--- config.mk ---
export PLATFORM = sky130hd
export DESIGN_NAME = pulse_count_backlight_dimmer_flat
export DESIGN_NICKNAME = d
export VERILOG_FILES = /design/src/design/pcbd_pkg.sv /design/src/design/pcbd_if.sv /design/src/design/pulse_count_backlight_dimmer.sv /design/src/design/pcbd_level_map.sv /design/src/design/pcbd_core.sv /design/src/flat_wrapper.sv
export SDC_FILE = /design/constraint.sdc
export NUM_CORES = 1
export LEC_CHECK = 0
export BUFFER_PORTS_ARGS = -buffer_cell sky130_fd_sc_hd__buf_2
export CAP_MARGIN = 20
export CORE_MARGIN = 4
export CORE_UTILIZATION = 55
export CTS_BUF_LIST = sky130_fd_sc_hd__clkbuf_4 sky130_fd_sc_hd__clkbuf_8
export CTS_CLUSTER_SIZE = 12
export DETAILED_ROUTE_END_ITERATION = 12
export PLACE_DENSITY = 0.75
export SLEW_MARGIN = 10
export SYNTH_ARGS = -nofsm -noshare
export SYNTH_HDL_FRONTEND = slang
export SYNTH_SLANG_ARGS = --single-unit
export TNS_END_PERCENT = 100
--- constraint.sdc ---
create_clock -name i_clk -period 10.2 [get_ports i_clk]
set_input_delay 1.53 -clock i_clk [delete_from_list [all_inputs] [get_ports i_clk]]
set_output_delay 1.53 -clock i_clk [all_outputs]
set_load 0.01 [all_outputs]
--- src/design/pcbd_pkg.sv ---
// Package for the pulse-count backlight dimmer: operation codes, register
// indexes, fixed field widths, reset values and the status struct.
// No dependencies.
package pcbd_pkg;

    // Operation codes of an input item
    localparam logic [1:0] OP_TICK      = 2'd0;
    localparam logic [1:0] OP_POWER_ON  = 2'd1;
    localparam logic [1:0] OP_POWER_OFF = 2'd2;
    localparam logic [1:0] OP_SET_LEVEL = 2'd3;

    // Configuration port
    localparam int         CFG_IDX_W       = 2;
    localparam int         CFG_DATA_W      = 16;
    localparam logic [1:0] CFG_MAX_LEVEL   = 2'd0;
    localparam logic [1:0] CFG_HALF_PERIOD = 2'd1;

    // Fixed field widths
    localparam int OP_W        = 2;
    localparam int PCT_W       = 8;
    localparam int MAX_LEVEL_W = 6;
    localparam int HALF_W      = 16;

    // Percent saturation
    localparam int                 PCT_SAT_W = 7;
    localparam logic [PCT_SAT_W-1:0] PCT_FULL = 7'd100;

    // x / 100 == (x * 5243) >> 19, exact for x below 43690
    localparam int                RECIP_W     = 13;
    localparam logic [RECIP_W-1:0] RECIP_MUL  = 13'd5243;
    localparam int                RECIP_SHIFT = 19;

    // Reset values
    localparam int RESET_MAX_LEVEL = 32;
    localparam int RESET_HALF      = 10;

    // Status of one result item
    typedef struct packed {
        logic pin;
        logic busy;
        logic rejected;
    } t_status;

endpackage

--- src/design/pcbd_if.sv ---
// Handshake interfaces of the pulse-count backlight dimmer: command items,
// result items and configuration writes. Depends on pcbd_pkg.
interface pcbd_in_if;
    logic                          valid;
    logic                          ready;
    logic [pcbd_pkg::OP_W-1:0]     operation;
    logic [pcbd_pkg::PCT_W-1:0]    level_percent;

    modport source (output valid, output operation, output level_percent, input ready);
    modport sink   (input valid, input operation, input level_percent, output ready);
endinterface

interface pcbd_out_if #(
    parameter int LEVEL_BITS = 6
);
    logic                  valid;
    logic                  ready;
    logic                  pin_state;
    logic                  busy_res;
    logic [LEVEL_BITS-1:0] current_level;
    logic                  rejected;

    modport source (output valid, output pin_state, output busy_res, output current_level,
                    output rejected, input ready);
    modport sink   (input valid, input pin_state, input busy_res, input current_level,
                    input rejected, output ready);
endinterface

interface pcbd_cfg_if;
    logic                               valid;
    logic                               ready;
    logic [pcbd_pkg::CFG_IDX_W-1:0]     index;
    logic [pcbd_pkg::CFG_DATA_W-1:0]    data;

    modport source (output valid, output index, output data, input ready);
    modport sink   (input valid, input index, input data, output ready);
endinterface

--- src/design/pulse_count_backlight_dimmer.sv ---
// Pulse-count backlight dimmer. Each command item (tick, power on, power off,
// set level) produces exactly one result item carrying the control pin, the
// busy flag, the committed level and a rejected flag. Throughput is one item
// per clock while results are taken; a held result can stall the input. An item
// waits in the input register, the state update (level mapping multiply plus
// pulse counters) works on it combinationally, and its result is registered
// in the output register. The output register lets a new item be taken while
// a result waits. Configuration writes are taken every cycle and apply in the
// next cycle. Depends on pcbd_pkg, the interfaces in pcbd_if and pcbd_core.
module pulse_count_backlight_dimmer #(
    parameter int LEVEL_BITS = 6,
    parameter int TICK_BITS  = 16
) (
    input  logic       i_clk,
    input  logic       i_rst_n,
    pcbd_cfg_if.sink   i_cfg,
    pcbd_in_if.sink    i_in,
    pcbd_out_if.source o_out
);

    localparam int RW = LEVEL_BITS + pcbd_pkg::RECIP_W;
    localparam logic [LEVEL_BITS-1:0] RESET_MAX_RAW =
        LEVEL_BITS'(pcbd_pkg::RESET_MAX_LEVEL);
    localparam logic [LEVEL_BITS-1:0] RESET_EFF_MAX =
        (RESET_MAX_RAW == '0) ? LEVEL_BITS'(1) : RESET_MAX_RAW;
    localparam logic [RW-1:0] RESET_RECIP = RW'(RESET_EFF_MAX) * RW'(pcbd_pkg::RECIP_MUL);
    localparam logic [TICK_BITS-1:0] RESET_HALF = TICK_BITS'(pcbd_pkg::RESET_HALF);

    // configuration registers, held in effective form (zero reads as one)
    logic [LEVEL_BITS-1:0] r_eff_max;
    logic [RW-1:0]         r_max_recip;
    logic [TICK_BITS-1:0]  r_eff_half;
    logic [LEVEL_BITS-1:0] s_cfg_max;
    logic [LEVEL_BITS-1:0] s_cfg_eff_max;
    logic [TICK_BITS-1:0]  s_cfg_half;

    // input and output registers
    logic                          r_in_valid;
    logic [pcbd_pkg::OP_W-1:0]     r_in_op;
    logic [pcbd_pkg::PCT_W-1:0]    r_in_pct;
    logic                          r_out_valid;
    pcbd_pkg::t_status             r_out_status;
    logic [LEVEL_BITS-1:0]         r_out_level;

    logic                  s_go;
    pcbd_pkg::t_status     s_status;
    logic [LEVEL_BITS-1:0] s_level;

    // configuration write decode
    assign i_cfg.ready   = 1'b1;
    assign s_cfg_max     = LEVEL_BITS'(i_cfg.data[pcbd_pkg::MAX_LEVEL_W-1:0]);
    assign s_cfg_eff_max = (s_cfg_max == '0) ? LEVEL_BITS'(1) : s_cfg_max;
    assign s_cfg_half    = TICK_BITS'(i_cfg.data[pcbd_pkg::HALF_W-1:0]);

    always_ff @(posedge i_clk) begin
        if (!i_rst_n) begin
            r_eff_max   <= RESET_EFF_MAX;
            r_max_recip <= RESET_RECIP;
            r_eff_half  <= RESET_HALF;
        end else if (i_cfg.valid) begin
            case (i_cfg.index)
                pcbd_pkg::CFG_MAX_LEVEL: begin
                    r_eff_max   <= s_cfg_eff_max;
                    r_max_recip <= RW'(s_cfg_eff_max) * RW'(pcbd_pkg::RECIP_MUL);
                end
                pcbd_pkg::CFG_HALF_PERIOD: begin
                    r_eff_half <= (s_cfg_half == '0) ? TICK_BITS'(1) : s_cfg_half;
                end
                default: begin
                end
            endcase
        end
    end

    // the item in the input register moves on when the result slot is free
    assign s_go       = r_in_valid && (!r_out_valid || o_out.ready);
    assign i_in.ready = !r_in_valid || s_go;

    always_ff @(posedge i_clk) begin
        if (!i_rst_n) begin
            r_in_valid <= 1'b0;
        end else if (i_in.ready) begin
            r_in_valid <= i_in.valid;
        end
    end

    always_ff @(posedge i_clk) begin
        if (i_in.ready && i_in.valid) begin
            r_in_op  <= i_in.operation;
            r_in_pct <= i_in.level_percent;
        end
    end

    pcbd_core #(
        .LEVEL_BITS (LEVEL_BITS),
        .TICK_BITS  (TICK_BITS)
    ) u_core (
        .i_clk       (i_clk),
        .i_rst_n     (i_rst_n),
        .i_go        (s_go),
        .i_op        (r_in_op),
        .i_pct       (r_in_pct),
        .i_eff_max   (r_eff_max),
        .i_max_recip (r_max_recip),
        .i_eff_half  (r_eff_half),
        .o_status    (s_status),
        .o_level     (s_level)
    );

    // result register
    always_ff @(posedge i_clk) begin
        if (!i_rst_n) begin
            r_out_valid <= 1'b0;
        end else if (s_go) begin
            r_out_valid <= 1'b1;
        end else if (o_out.ready) begin
            r_out_valid <= 1'b0;
        end
    end

    always_ff @(posedge i_clk) begin
        if (s_go) begin
            r_out_status <= s_status;
            r_out_level  <= s_level;
        end
    end

    assign o_out.valid         = r_out_valid;
    assign o_out.pin_state     = r_out_status.pin;
    assign o_out.busy_res      = r_out_status.busy;
    assign o_out.current_level = r_out_level;
    assign o_out.rejected      = r_out_status.rejected;

    // a rejected command leaves the pulse train running
    a_reject_busy: assert property (@(posedge i_clk) disable iff (!i_rst_n)
        r_out_valid && r_out_status.rejected |-> r_out_status.busy)
        else $error("rejected result without a running pulse train");

    // a rejected command does not move the committed level
    a_reject_level: assert property (@(posedge i_clk) disable iff (!i_rst_n)
        s_go && s_status.rejected |=> r_out_level == $past(r_out_level))
        else $error("rejected command changed the level");

    // input stalls only behind a held result
    a_stall_cause: assert property (@(posedge i_clk) disable iff (!i_rst_n)
        !i_in.ready |-> r_in_valid && r_out_valid && !o_out.ready)
        else $error("input stalled without a waiting result");

endmodule

--- src/design/pcbd_level_map.sv ---
// Percent to level mapping: saturate to 100, scale by the step count,
// divide by 100 through a reciprocal multiply, clip to 1..max. Uses pcbd_pkg.
module pcbd_level_map #(
    parameter int LEVEL_BITS = 6
) (
    input  logic [pcbd_pkg::PCT_W-1:0]             i_pct,
    input  logic [LEVEL_BITS-1:0]                  i_eff_max,
    input  logic [LEVEL_BITS+pcbd_pkg::RECIP_W-1:0] i_max_recip,
    output logic [LEVEL_BITS-1:0]                  o_level
);

    localparam int RW = LEVEL_BITS + pcbd_pkg::RECIP_W;
    localparam int PW = pcbd_pkg::PCT_SAT_W + RW;

    logic [pcbd_pkg::PCT_SAT_W-1:0] s_pct_sat;
    logic [PW-1:0]                  s_prod;
    logic [LEVEL_BITS-1:0]          s_raw;

    // saturate, then pct * max * 5243 >> 19 (max*5243 is precomputed)
    assign s_pct_sat = (i_pct > pcbd_pkg::PCT_W'(pcbd_pkg::PCT_FULL))
                       ? pcbd_pkg::PCT_FULL : i_pct[pcbd_pkg::PCT_SAT_W-1:0];
    assign s_prod    = PW'(s_pct_sat) * PW'(i_max_recip);
    assign s_raw     = s_prod[pcbd_pkg::RECIP_SHIFT +: LEVEL_BITS];

    // clip into 1..max
    always_comb begin
        if (s_raw > i_eff_max) begin
            o_level = i_eff_max;
        end else if (s_raw == '0) begin
            o_level = LEVEL_BITS'(1);
        end else begin
            o_level = s_raw;
        end
    end

endmodule

--- src/design/pcbd_core.sv ---
// Dimmer state and per-item update: pin, committed level, pulse train
// counters. Depends on pcbd_pkg and pcbd_level_map.
module pcbd_core #(
    parameter int LEVEL_BITS = 6,
    parameter int TICK_BITS  = 16
) (
    input  logic                                   i_clk,
    input  logic                                   i_rst_n,
    input  logic                                   i_go,
    input  logic [pcbd_pkg::OP_W-1:0]              i_op,
    input  logic [pcbd_pkg::PCT_W-1:0]             i_pct,
    input  logic [LEVEL_BITS-1:0]                  i_eff_max,
    input  logic [LEVEL_BITS+pcbd_pkg::RECIP_W-1:0] i_max_recip,
    input  logic [TICK_BITS-1:0]                   i_eff_half,
    output pcbd_pkg::t_status                      o_status,
    output logic [LEVEL_BITS-1:0]                  o_level
);

    localparam logic [LEVEL_BITS-1:0] RESET_LEVEL = LEVEL_BITS'(pcbd_pkg::RESET_MAX_LEVEL);

    logic                  r_pin, n_pin;
    logic [LEVEL_BITS-1:0] r_level, n_level;
    logic [LEVEL_BITS-1:0] r_pulses, n_pulses;
    logic [TICK_BITS-1:0]  r_half_cnt, n_half_cnt;
    logic                  r_low_half, n_low_half;
    logic                  s_rej;
    logic                  s_busy;
    logic [TICK_BITS-1:0]  s_half_dec;
    logic [LEVEL_BITS-1:0] s_pulses_dec;
    logic [LEVEL_BITS-1:0] s_map_level;
    logic [LEVEL_BITS-1:0] s_cnt;

    pcbd_level_map #(
        .LEVEL_BITS (LEVEL_BITS)
    ) u_level_map (
        .i_pct       (i_pct),
        .i_eff_max   (i_eff_max),
        .i_max_recip (i_max_recip),
        .o_level     (s_map_level)
    );

    assign s_busy       = (r_pulses != '0);
    assign s_half_dec   = (r_half_cnt != '0) ? r_half_cnt - TICK_BITS'(1) : '0;
    assign s_pulses_dec = r_pulses - LEVEL_BITS'(1);
    // pulses wrap downward: a rise costs max minus the rise
    assign s_cnt = (s_map_level > r_level) ? i_eff_max - (s_map_level - r_level)
                                           : r_level - s_map_level;

    // next state for the item in hand
    always_comb begin
        n_pin      = r_pin;
        n_level    = r_level;
        n_pulses   = r_pulses;
        n_half_cnt = r_half_cnt;
        n_low_half = r_low_half;
        s_rej      = 1'b0;
        if (i_op == pcbd_pkg::OP_TICK) begin
            if (s_busy) begin
                if (s_half_dec != '0) begin
                    n_half_cnt = s_half_dec;
                end else if (!r_low_half) begin
                    n_pin      = 1'b0;
                    n_low_half = 1'b1;
                    n_half_cnt = i_eff_half;
                end else begin
                    n_pulses   = s_pulses_dec;
                    n_pin      = 1'b1;
                    n_low_half = 1'b0;
                    n_half_cnt = (s_pulses_dec != '0) ? i_eff_half : s_half_dec;
                end
            end
        end else if (s_busy) begin
            s_rej = 1'b1;
        end else begin
            case (i_op)
                pcbd_pkg::OP_POWER_ON: begin
                    n_pin   = 1'b1;
                    n_level = i_eff_max;
                end
                pcbd_pkg::OP_POWER_OFF: begin
                    n_pin = 1'b0;
                end
                pcbd_pkg::OP_SET_LEVEL: begin
                    n_pin = 1'b1;
                    if (s_map_level != r_level && s_cnt != '0) begin
                        n_pulses   = s_cnt;
                        n_half_cnt = i_eff_half;
                        n_low_half = 1'b0;
                    end
                    n_level = s_map_level;
                end
                default: begin
                end
            endcase
        end
    end

    assign o_status.pin      = n_pin;
    assign o_status.busy     = (n_pulses != '0);
    assign o_status.rejected = s_rej;
    assign o_level           = n_level;

    // state registers, advanced once per item
    always_ff @(posedge i_clk) begin
        if (!i_rst_n) begin
            r_pin      <= 1'b0;
            r_level    <= RESET_LEVEL;
            r_pulses   <= '0;
            r_half_cnt <= '0;
            r_low_half <= 1'b0;
        end else if (i_go) begin
            r_pin      <= n_pin;
            r_level    <= n_level;
            r_pulses   <= n_pulses;
            r_half_cnt <= n_half_cnt;
            r_low_half <= n_low_half;
        end
    end

endmodule

--- src/flat_wrapper.sv ---
// flat-port wrapper written by rule: the top's interface ports become plain ports
module pulse_count_backlight_dimmer_flat 
#(
    parameter int LEVEL_BITS = 6,
    parameter int TICK_BITS  = 16
)
  (i_clk, i_rst_n, i_cfg_valid, i_cfg_index, i_cfg_data, i_cfg_ready, i_in_valid, i_in_operation, i_in_level_percent, i_in_ready, o_out_valid, o_out_pin_state, o_out_busy_res, o_out_current_level, o_out_rejected, o_out_ready);
  pcbd_cfg_if i_cfg_i ();
  pcbd_in_if i_in_i ();
  pcbd_out_if #(.LEVEL_BITS(LEVEL_BITS)) o_out_i ();
  input  logic i_clk;
  input  logic i_rst_n;
  input wire logic [$bits(i_cfg_i.valid)-1:0] i_cfg_valid;
  input wire logic [$bits(i_cfg_i.index)-1:0] i_cfg_index;
  input wire logic [$bits(i_cfg_i.data)-1:0] i_cfg_data;
  output wire logic [$bits(i_cfg_i.ready)-1:0] i_cfg_ready;
  input wire logic [$bits(i_in_i.valid)-1:0] i_in_valid;
  input wire logic [$bits(i_in_i.operation)-1:0] i_in_operation;
  input wire logic [$bits(i_in_i.level_percent)-1:0] i_in_level_percent;
  output wire logic [$bits(i_in_i.ready)-1:0] i_in_ready;
  output wire logic [$bits(o_out_i.valid)-1:0] o_out_valid;
  output wire logic [$bits(o_out_i.pin_state)-1:0] o_out_pin_state;
  output wire logic [$bits(o_out_i.busy_res)-1:0] o_out_busy_res;
  output wire logic [$bits(o_out_i.current_level)-1:0] o_out_current_level;
  output wire logic [$bits(o_out_i.rejected)-1:0] o_out_rejected;
  input wire logic [$bits(o_out_i.ready)-1:0] o_out_ready;
  assign i_cfg_i.valid = i_cfg_valid;
  assign i_cfg_i.index = i_cfg_index;
  assign i_cfg_i.data = i_cfg_data;
  assign i_cfg_ready = i_cfg_i.ready;
  assign i_in_i.valid = i_in_valid;
  assign i_in_i.operation = i_in_operation;
  assign i_in_i.level_percent = i_in_level_percent;
  assign i_in_ready = i_in_i.ready;
  assign o_out_valid = o_out_i.valid;
  assign o_out_pin_state = o_out_i.pin_state;
  assign o_out_busy_res = o_out_i.busy_res;
  assign o_out_current_level = o_out_i.current_level;
  assign o_out_rejected = o_out_i.rejected;
  assign o_out_i.ready = o_out_ready;
  pulse_count_backlight_dimmer #(.LEVEL_BITS(LEVEL_BITS), .TICK_BITS(TICK_BITS)) u_core (.i_clk(i_clk), .i_rst_n(i_rst_n), .i_cfg(i_cfg_i), .i_in(i_in_i), .o_out(o_out_i));
endmodule
==> results.sh <==
export IMPL_synth_cells=1245
export IMPL_detail_route_drc_violations=0
export IMPL_final_cell_mix="154 x nand2_1, 142 x inv_1, 101 x fa_1, 98 x ha_1, 76 x and2_1"
export IMPL_setup_ws_ns=0.531
export IMPL_hold_buffers=0
export IMPL_top_reg_cell_synth="dfxtp_1"
export IMPL_worstPathArrival_ns=10.00
export IMPL_synth_seq_cells=91
export IMPL_clock_root_buffer="clkbuf_8"
export IMPL_grt_busiest_layer="met2"
export IMPL_timing_final_hold_violations=0
export IMPL_power_net_switching_w=0.00130
export IMPL_setup_viol_count_final=0
export IMPL_placeableCoreArea_um2=18700
export IMPL_p_leak_nw=5.29
export IMPL_tightestPinTransition_ns=0.984
export IMPL_finalCriticalPeriod_ns=9.67
export IMPL_clock_sinks=91
export IMPL_worst_ep_required_time_ns=10.53
export IMPL_syn_area_per_cell_um2=8.42
export IMPL_total_power_w=0.00260
export IMPL_vias_per_cell=5.85
export IMPL_dpl_cell_area_um2=10900
export IMPL_async_reset_ff_share_pct=0
export IMPL_ant_nets=0
export IMPL_timing_final_max_slew_violations=0
export IMPL_critical_path_top_delay_family="adder cells"
export IMPL_worst_slew_margin_rel_pct=33.5
export IMPL_timing_fmax_mhz=103
export IMPL_timing_critical_path_to_type="flip-flop"
export IMPL_grt_remaining_overflow=0
export IMPL_p_int_w=0.00130
export IMPL_floorplan_initialDensity_pct=56.1
export IMPL_die_area_um2=21300
export IMPL_swShare_pct=50.0
export IMPL_die_width_um=146
export IMPL_synth_fp_nets=1477
export IMPL_setup_tns_final_ns=0
export IMPL_timing_worst_setup_path_type="reg2reg"
export IMPL_min_path_type="reg2reg"
export IMPL_dr_first_iter_drc_count=594
export IMPL_synth_warnings=0
export IMPL_run_status="finished, final reports clean"
export IMPL_standard_cell_with_the_maximum_stage_delay_on_the_critical_path="edfxtp_1"
export IMPL_clock_tree_htree_level_count=3
export IMPL_clk_transition_reported_paths_ns=0.12
export IMPL_floorplan_die_height_um=146
export IMPL_power_ir_vdd_worst_uv=157
export IMPL_grt_pass1_vias=8432
export IMPL_cts_root_to_sink_buffers=2
export IMPL_wl_mm=24.6
export IMPL_num_nets_final=1495
export IMPL_cts_buffers_inserted=9
export IMPL_drtPass1Iterations=5
export IMPL_grt_antenna_before_repair=2
export IMPL_port_buffers=43
export IMPL_detailedPlace_worstSlack_ns=-0.0845
export IMPL_inst_count_dp=1478
export IMPL_yosysUniqueCellTypes=70
export IMPL_power_density_nw_per_um2=232
export IMPL_power_combinational_fraction_pct=73.3
export IMPL_reported_max_cap_violation_count=0
export IMPL_sequentialPowerShare_pct=16.5
export IMPL_cp_num_buf_inv=7
export IMPL_synth_area_um2=10500
export IMPL_power_clock_fraction_pct=10.2
export IMPL_grt_use_met3_pct=4.03
export IMPL_grt_pass1_wl_mm=41.4
export IMPL_mostFrequentLayoutCell="nand2_1"
export IMPL_io_pins=45
export IMPL_period_share_pct=94.8
export IMPL_dr_total_vias=8789
export IMPL_drive_above_1_share_pct=8.75
export IMPL_rows=50
export IMPL_tritoncts="yes"
export IMPL_met1_usage_pct=34.2
export IMPL_routedWlPerCell_um=16.4
export IMPL_skew_ns=0.0238
export IMPL_global_route_usage_total_pct=23.2
export IMPL_fin_cells=1502
export IMPL_path_max_fanout=27
export IMPL_critical_path_startpoint_type="flip-flop"
export IMPL_largest_net_degree_at_the_start_of_global_routing=81
export IMPL_antenna_cells=0
export IMPL_crit_top_cell="fa_1"
export IMPL_post_synth_edffs=19
export IMPL_synth_seq_area_share_pct=19.2
export IMPL_dp_hpwl_mm=18.8
export IMPL_finalWeightedCongestion=0.903
export IMPL_final_design_area_no_fill_um2=11200
export IMPL_clock_insertion_delay_at_the_later_pin_of_the_skew_report_ns=0.41
export IMPL_critical_path_max_stage_delay_ns=0.55
export IMPL_area_growth_pct=7.16
export IMPL_grt_met2_usage_pct=36.2
[kinds of logic (layout without fill, tap and decap cells)]
| group | after synthesis | after routing | synth area share [%] |
|---|---|---|---|
| AO/OA/AOI/OAI | 255 | 256 | 16.2 |
| flip-flops | 91 | 91 | 19.2 |
| other | 1 | 1 | 0.0358 |
| adder cells (fa/ha/maj) | 199 | 199 | 31.0 |
| XOR/XNOR | 34 | 34 | 2.84 |
| buffers and inverters | 197 | 218 | 7.22 |
| AND/OR/NAND/NOR | 457 | 458 | 22.4 |
| multiplexers | 11 | 11 | 1.09 |
[power groups by stage]
stage          Clock, W  Sequential (W)  Combinational (W)
2_1_floorplan         0        0.000422            0.00147
3_3_place_gp          0        0.000434            0.00180
3_5_place_dp          0        0.000435            0.00184
4_1_cts        0.000271        0.000427            0.00186
5_1_grt        0.000287        0.000433            0.00216
6_report       0.000266        0.000429            0.00191
[final timing paths]
check | from | depth (start not counted) | end | slack (ns)
hold / removal | u_core.r_eff_half[12]$_SDFFE_PN0P_ | 2 | u_core.r_eff_half[12]$_SDFFE_PN0P_ | 0.48
setup reg to reg | u_core.r_in_pct[7]$_DFFE_PP_ | 39 | u_core.u_core.r_half_cnt[10]$_SDFFE_PN0P_ | 0.53
setup / recovery | u_core.r_in_pct[7]$_DFFE_PP_ | 39 | u_core.u_core.r_half_cnt[10]$_SDFFE_PN0P_ | 0.53
hold reg to reg | u_core.r_eff_half[12]$_SDFFE_PN0P_ | 2 | u_core.r_eff_half[12]$_SDFFE_PN0P_ | 0.48
[stage by stage]
stage | hold WS (ns) | util [%]
floorplan | 0.441 | -
CTS | 0.484 | 59.2
finish | 0.480 | 60.1
global placement | 0.457 | 58.0
detailed placement | 0.466 | 58.0
global route | 0.501 | 60.1
[metal layers]
layer  vias up  share of wire [%]
met5         -              0.028
met4         2                1.2
met3        32                6.9
met2       252                 45
met1      4206                 47
li1       4297                  -
[worst min-delay path: stages (launching register included)]
cell,delay (ns)
dfxtp_1,0.33
nand2_1,0.05
a21boi_0,0.06
[synthesized netlist by cell type, types with 4 or more instances]
master    instances  area share [%]
o22ai_1           4            0.24
nand3_1          29             1.4
o221ai_1          8            0.67
inv_1           142             5.1
o31a_1            5            0.42
a31o_2            4            0.33
nand4_1           8            0.48
nor4b_1           4            0.33
or2_2             8            0.48
clkbuf_1         47             1.7
o21ai_0          43             2.1
nand2_1         156             5.6
nor2_1           49             1.8
nand2b_1          6            0.36
xor2_1           15             1.3
and2_1           77             4.6
a211oi_1         10            0.72
xnor2_1          19             1.6
o211a_1           6            0.57
mux2i_1           8            0.76
fa_1            101              19
or3_1             9            0.54
o21a_1            9            0.64
o21bai_1          5            0.36
or4_1             4            0.29
dfxtp_1          72              14
ha_1             98              12
and3_1           36             2.1
nor2b_1          14            0.84
nand3b_1          9            0.64
edfxtp_1         19             5.4
a21boi_0         21             1.5
a31oi_1           9            0.54
nor4_1            7            0.42
o211ai_1         18             1.3
a21oi_1          67             3.2
a21o_1           18             1.3
nor3_1           24             1.1
[timing repair]
action                     4_1_cts  5_1_grt
resized for setup                1       25
buffers inserted                 0        6
pin swaps                        0        7
setup endpoints to repair       16       24
gates cloned                     0        2
[registers in the layout (all words and copies together) (netlist names)]
| signal | flops |
|---|---|
| u_core.o_out.current_level | 6 |
| u_core.u_core.r_pulses | 6 |
| u_core.u_core.r_level | 6 |
| u_core.r_in_pct | 8 |
| u_core.r_in_op | 2 |
| u_core.u_core.r_half_cnt | 16 |
| u_core.u_core.r_pin | 1 |
| u_core.o_out.busy_res | 1 |
| u_core.o_out.pin_state | 1 |
| u_core.o_out.rejected | 1 |
| u_core.r_max_recip | 19 |
| u_core.r_in_valid | 1 |
| u_core.o_out.valid | 1 |
| u_core.r_eff_max | 5 |
| u_core.u_core.r_low_half | 1 |
| u_core.r_eff_half | 16 |
[final cells by class]
cell class | count | area (um2)
clock inverters | 7 | 88.8
flip-flops and latches | 91 | 2010
multi-input cells | 959 | 7810
repair buffers | 60 | 379
inverters | 142 | 533
clock buffers | 9 | 124
fillers | 1628 | 7470
well taps | 234 | 293
Note: power is estimated with default switching activity, not from simulation.
